**config.mk**
```make
export PLATFORM = sky130hd
export DESIGN_NAME = mpe_queue
export DESIGN_NICKNAME = d
export VERILOG_FILES = /design/src/rtl/max_product_edge_relaxation_assert.svh /design/src/rtl/mpe_pkg.sv /design/src/rtl/mpe_queue.sv
export SDC_FILE = /design/constraint.sdc
export NUM_CORES = 1
export LEC_CHECK = 0
export BUFFER_PORTS_ARGS = -buffer_cell sky130_fd_sc_hd__buf_2
export CORE_AREA = 4 4 144 146
export CTS_CLUSTER_SIZE = 10
export DETAILED_ROUTE_END_ITERATION = 8
export DIE_AREA = 0 0 148 150
export GPL_ROUTABILITY_DRIVEN = 0
export SYNTH_ARGS = -nofsm -noshare
export SYNTH_HDL_FRONTEND = slang
export SYNTH_SLANG_ARGS = --single-unit
```
**constraint.sdc**
```tcl
create_clock -name clk -period 5.5 [get_ports clk]
set_clock_uncertainty 0.15 [all_clocks]
set_input_delay 1.1 -clock clk [delete_from_list [all_inputs] [get_ports clk]]
set_output_delay 1.1 -clock clk [all_outputs]
set_load 0.1 [all_outputs]
```
**src/rtl/max_product_edge_relaxation_assert.svh**
```systemverilog
// Assertion macros used by the edge relaxation back end.
`ifndef MAX_PRODUCT_EDGE_RELAXATION_ASSERT_SVH
`define MAX_PRODUCT_EDGE_RELAXATION_ASSERT_SVH

// Same-cycle implication, checked out of reset.
`define MPE_ASSERT_NOW(label, ante, cons, msg) \
    label: assert property (@(posedge clk) disable iff (!rst_n) (ante) |-> (cons)) \
        else $error(msg);

// Next-cycle implication, checked out of reset.
`define MPE_ASSERT_NEXT(label, ante, cons, msg) \
    label: assert property (@(posedge clk) disable iff (!rst_n) (ante) |=> (cons)) \
        else $error(msg);

`endif

```
**src/rtl/mpe_pkg.sv**
```systemverilog
// Types and constants of the max-product edge relaxation engine.
package mpe_pkg;

    localparam int NODE_BITS   = 10;
    localparam int LOAD_BITS   = 24;
    localparam int WEIGHT_BITS = 24;
    localparam int CNT_BITS    = 32;

    localparam int NODE_COUNT_DEF = 1024;
    localparam int VALUE_BITS_DEF = 24;
    localparam int FRAC_BITS_DEF  = 16;

    localparam logic [2:0] OP_LOAD_CUR    = 3'd0;
    localparam logic [2:0] OP_LOAD_NEXT   = 3'd1;
    localparam logic [2:0] OP_CLEAR_VISIT = 3'd2;
    localparam logic [2:0] OP_RELAX       = 3'd3;
    localparam logic [2:0] OP_READ_PARENT = 3'd4;

    typedef enum logic [2:0] {
        K_NOP,
        K_LOAD_CUR,
        K_LOAD_NEXT,
        K_CLEAR,
        K_RELAX,
        K_READ
    } kind_t;

    typedef struct packed {
        kind_t                         kind;
        logic                          blk;
        logic [NODE_BITS-1:0]          src;
        logic [NODE_BITS-1:0]          dst;
        logic signed [WEIGHT_BITS-1:0] weight;
        logic signed [LOAD_BITS-1:0]   load_value;
    } cmd_t;

    typedef enum logic [2:0] {
        S_CLEAR,
        S_IDLE,
        S_READ,
        S_MUL,
        S_EVAL
    } state_t;

endpackage

```
**src/rtl/mpe_queue.sv**
```systemverilog
// Two-entry command queue between the front and back ends.
module mpe_queue (
    input  logic           clk,
    input  logic           rst_n,
    input  logic           push,
    input  mpe_pkg::cmd_t  push_data,
    input  logic           pop,
    output mpe_pkg::cmd_t  pop_data,
    output logic           full,
    output logic           empty
);
    import mpe_pkg::*;

    cmd_t       entry_reg [2];
    logic       wr_ptr_reg, wr_ptr_next;
    logic       rd_ptr_reg, rd_ptr_next;
    logic [1:0] count_reg, count_next;

    assign full     = count_reg == 2'd2;
    assign empty    = count_reg == 2'd0;
    assign pop_data = entry_reg[rd_ptr_reg];

    always_comb
    begin
        wr_ptr_next = push ? !wr_ptr_reg : wr_ptr_reg;
        rd_ptr_next = pop ? !rd_ptr_reg : rd_ptr_reg;
        count_next  = count_reg + 2'(push) - 2'(pop);
    end

    always_ff @(posedge clk or negedge rst_n)
    begin
        if (!rst_n)
        begin
            wr_ptr_reg <= 1'b0;
            rd_ptr_reg <= 1'b0;
            count_reg  <= 2'd0;
        end
        else
        begin
            wr_ptr_reg <= wr_ptr_next;
            rd_ptr_reg <= rd_ptr_next;
            count_reg  <= count_next;
        end
    end

    always_ff @(posedge clk)
    begin
        if (push)
        begin
            entry_reg[wr_ptr_reg] <= push_data;
        end
    end

endmodule

```
==> metrics.md <==
| Metric | Value |
|---|---|
| Crit path time final | `3.93 ns` |
| Asr flop ratio synth | `2.70%` |
| TNS Setup | `0 ns` |
| DR vias/cell | `4.02` |
| Tcrit/Tclk final | `71.5%` |
| Total die area | `22200 um^2` |
| Slew Limit Headroom | `19.6%` |
| Io pins | `150` |
| Slew @ Worst Pin | `1.21 ns` |
| FMAX | `254 MHz` |
| CTS Sinks | `148` |
| GRT Overall Usage | `9.75%` |
| EDFF count, synth | `144` |
| Clock buffer depth | `2` |
| Clk pin slew, worst setup/hold paths | `0.06 ns` |
| Synth top area share | `75.3%` |
| CP Max Fanout | `63` |
| Drt first pass iters | `3` |
| WS Path Type | `reg2out` |
| DP Cell Count | `647` |
| Post-Synthesis Net Count | `317` |
| DP HPWL | `6690 um` |
| Layout cells sized above 1 | `61.5%` |
| Setup violators final | `0` |
| Yosys top cell by area | `edfxtp_1` |
| Ant. Diodes | `0` |
| Hold crit path type | `in2async` |
| Non-Filler Instances | `678` |
| Count leader, synth | `edfxtp_1` |
| CTS buffer count | `17` |
| Largest net degree at the start of global routing | `73` |
| Port Buf Inserts | `149` |
| Max-cap violation count | `0` |
| First-pass GRT wire length | `16400 um` |
| Warnings from Yosys | `0` |
| Worst reg-to-reg path cell count | `2` |
| Post-synth cell types | `13` |
| Final Hold Vio Count | `0` |
| Synthesized area | `5740 um^2` |
| Syn Inst Count | `239` |
| Filler cells | `1893` |
| Nets@finish | `479` |
| Root Driver | `clkbuf_16` |
| Total congestion overflow | `0` |
| Routed Antenna Nets | `0` |
| Hold Buf Count CTS | `0` |
| Crit path launch type | `flop` |
| FP Rows | `51` |
| Area growth, synth to finish | `26.5%` |
| Capturing element type of the critical path | `output pin` |
| Most used DFF post-synth | `edfxtp_1` |
| Die H | `150 um` |
| CTS tree | `yes` |
| WL final | `10500 um` |
| Worst-Skew Late Latency | `0.40 ns` |
| Post-Syn Area per Cell | `24.0 um^2` |
| Number of global-route vias before repair | `3062` |
| DRC viols | `0` |
| Post-synthesis sequential area ratio | `77.1%` |
| Initial Util | `29.6%` |
| Required time of the critical path | `4.25 ns` |
| Arrival @ worst endpoint | `2.68 ns` |
| RSZ-0062 raised after global routing | `no` |
| WL/cell | `15.4 um` |
| Hold WS | `0.334 ns` |
| Status | `finished, final reports clean` |
| Flip-flop count of the largest register after layout | `144` |
| Commonest cells post-synth | `edfxtp_1, mux2_4, buf_12` |
| FF+latch count, synth | `148` |
| Area of the core | `19400 um^2` |
| Via count | `2724` |
| Max Slew Vio Count | `0` |
| Top post-synthesis cells by area | `edfxtp_1, mux2_4, buf_12, dfrtp_1, mux2_2` |
| PostCTS Resize Cnt | `0` |
| Die W | `148 um` |
| Iteration-0 DRC Markers | `56` |
| Post-CTS Setup Bufs | `0` |
| Initial antenna violation count | `1` |
| CTS H-tree lvls | `4` |
-- cells by family (layout without fill, tap and decap cells) --
logic type	count (synthesis)	count (layout)	synth area share (%)
xor gates and xnor gates	3	3	0.719
muxes	72	72	18.6
DFF	148	148	77.1
buffers and inverters	10	184	2.77
adders and majority gates	2	2	0.436
and+or+nand+nor	4	4	0.392
-- per-stage QoR --
step                cell area [um^2]  setup WS (ns)  util (%)
global placement                6700           1.97      34.5
finish                          7260           1.57      37.4
floorplan                       5740          0.583         -
CTS                             7260           1.46      37.4
global route                    7260           1.41      37.4
detailed placement              6700           1.93      34.5
-- cell type report --
cell class	instances	area, um^2	share of cell area, %
flip-flops and latches	148	4430	61.0
multi-input cells	81	1170	16.1
repair buffers	151	761	10.5
clock buffers	19	433	5.96
well taps	265	332	4.57
clock inverters	12	131	1.81
inverters	2	7.51	0.103
-- final timing paths --
path,start,to,slack [ns]
max,rd_ptr_reg,pop_data[20],1.57
min,rst_n,count_reg[1],0.33
max reg2reg,wr_ptr_reg,entry_reg[0][12],3.59
min reg2reg,wr_ptr_reg,wr_ptr_reg,0.40
max in group asynchronous,rst_n,rd_ptr_reg,4.72
min in group clk,wr_ptr_reg,wr_ptr_reg,0.40
-- metal layers --
layer  vias up  track usage, %  part of all wire, %  wire length (um)
li1       1270               -                    -                 -
met1      1352            11.1                   40              4230
met2        88            16.1                   51              5300
met3        12            4.39                  7.6               794
met4         2            3.88                  1.2               122
met5         -               0                 0.12                13
-- critical path: stages (launching register included) --
cell	delay (ns)
dfrtp_4	1.23
buf_4	0.40
mux2_4	0.32
buf_2	0.29
-- placed cells by master, fill, tap and decap left out, drive strengths merged --
master,synthesis,layout
and2,1,1
buf,8,151
bufinv,0,2
clkbuf,0,19
clkinv,0,4
clkinvlp,0,3
dfrtp,4,4
edfxtp,144,144
ha,2,2
inv,2,5
mux2,72,72
nor2,1,1
nor2b,2,2
xor2,2,2
xor3,1,1
Power is not shown: default switching activity piles up to over one toggle a cycle in this logic, so the estimate is an artifact.
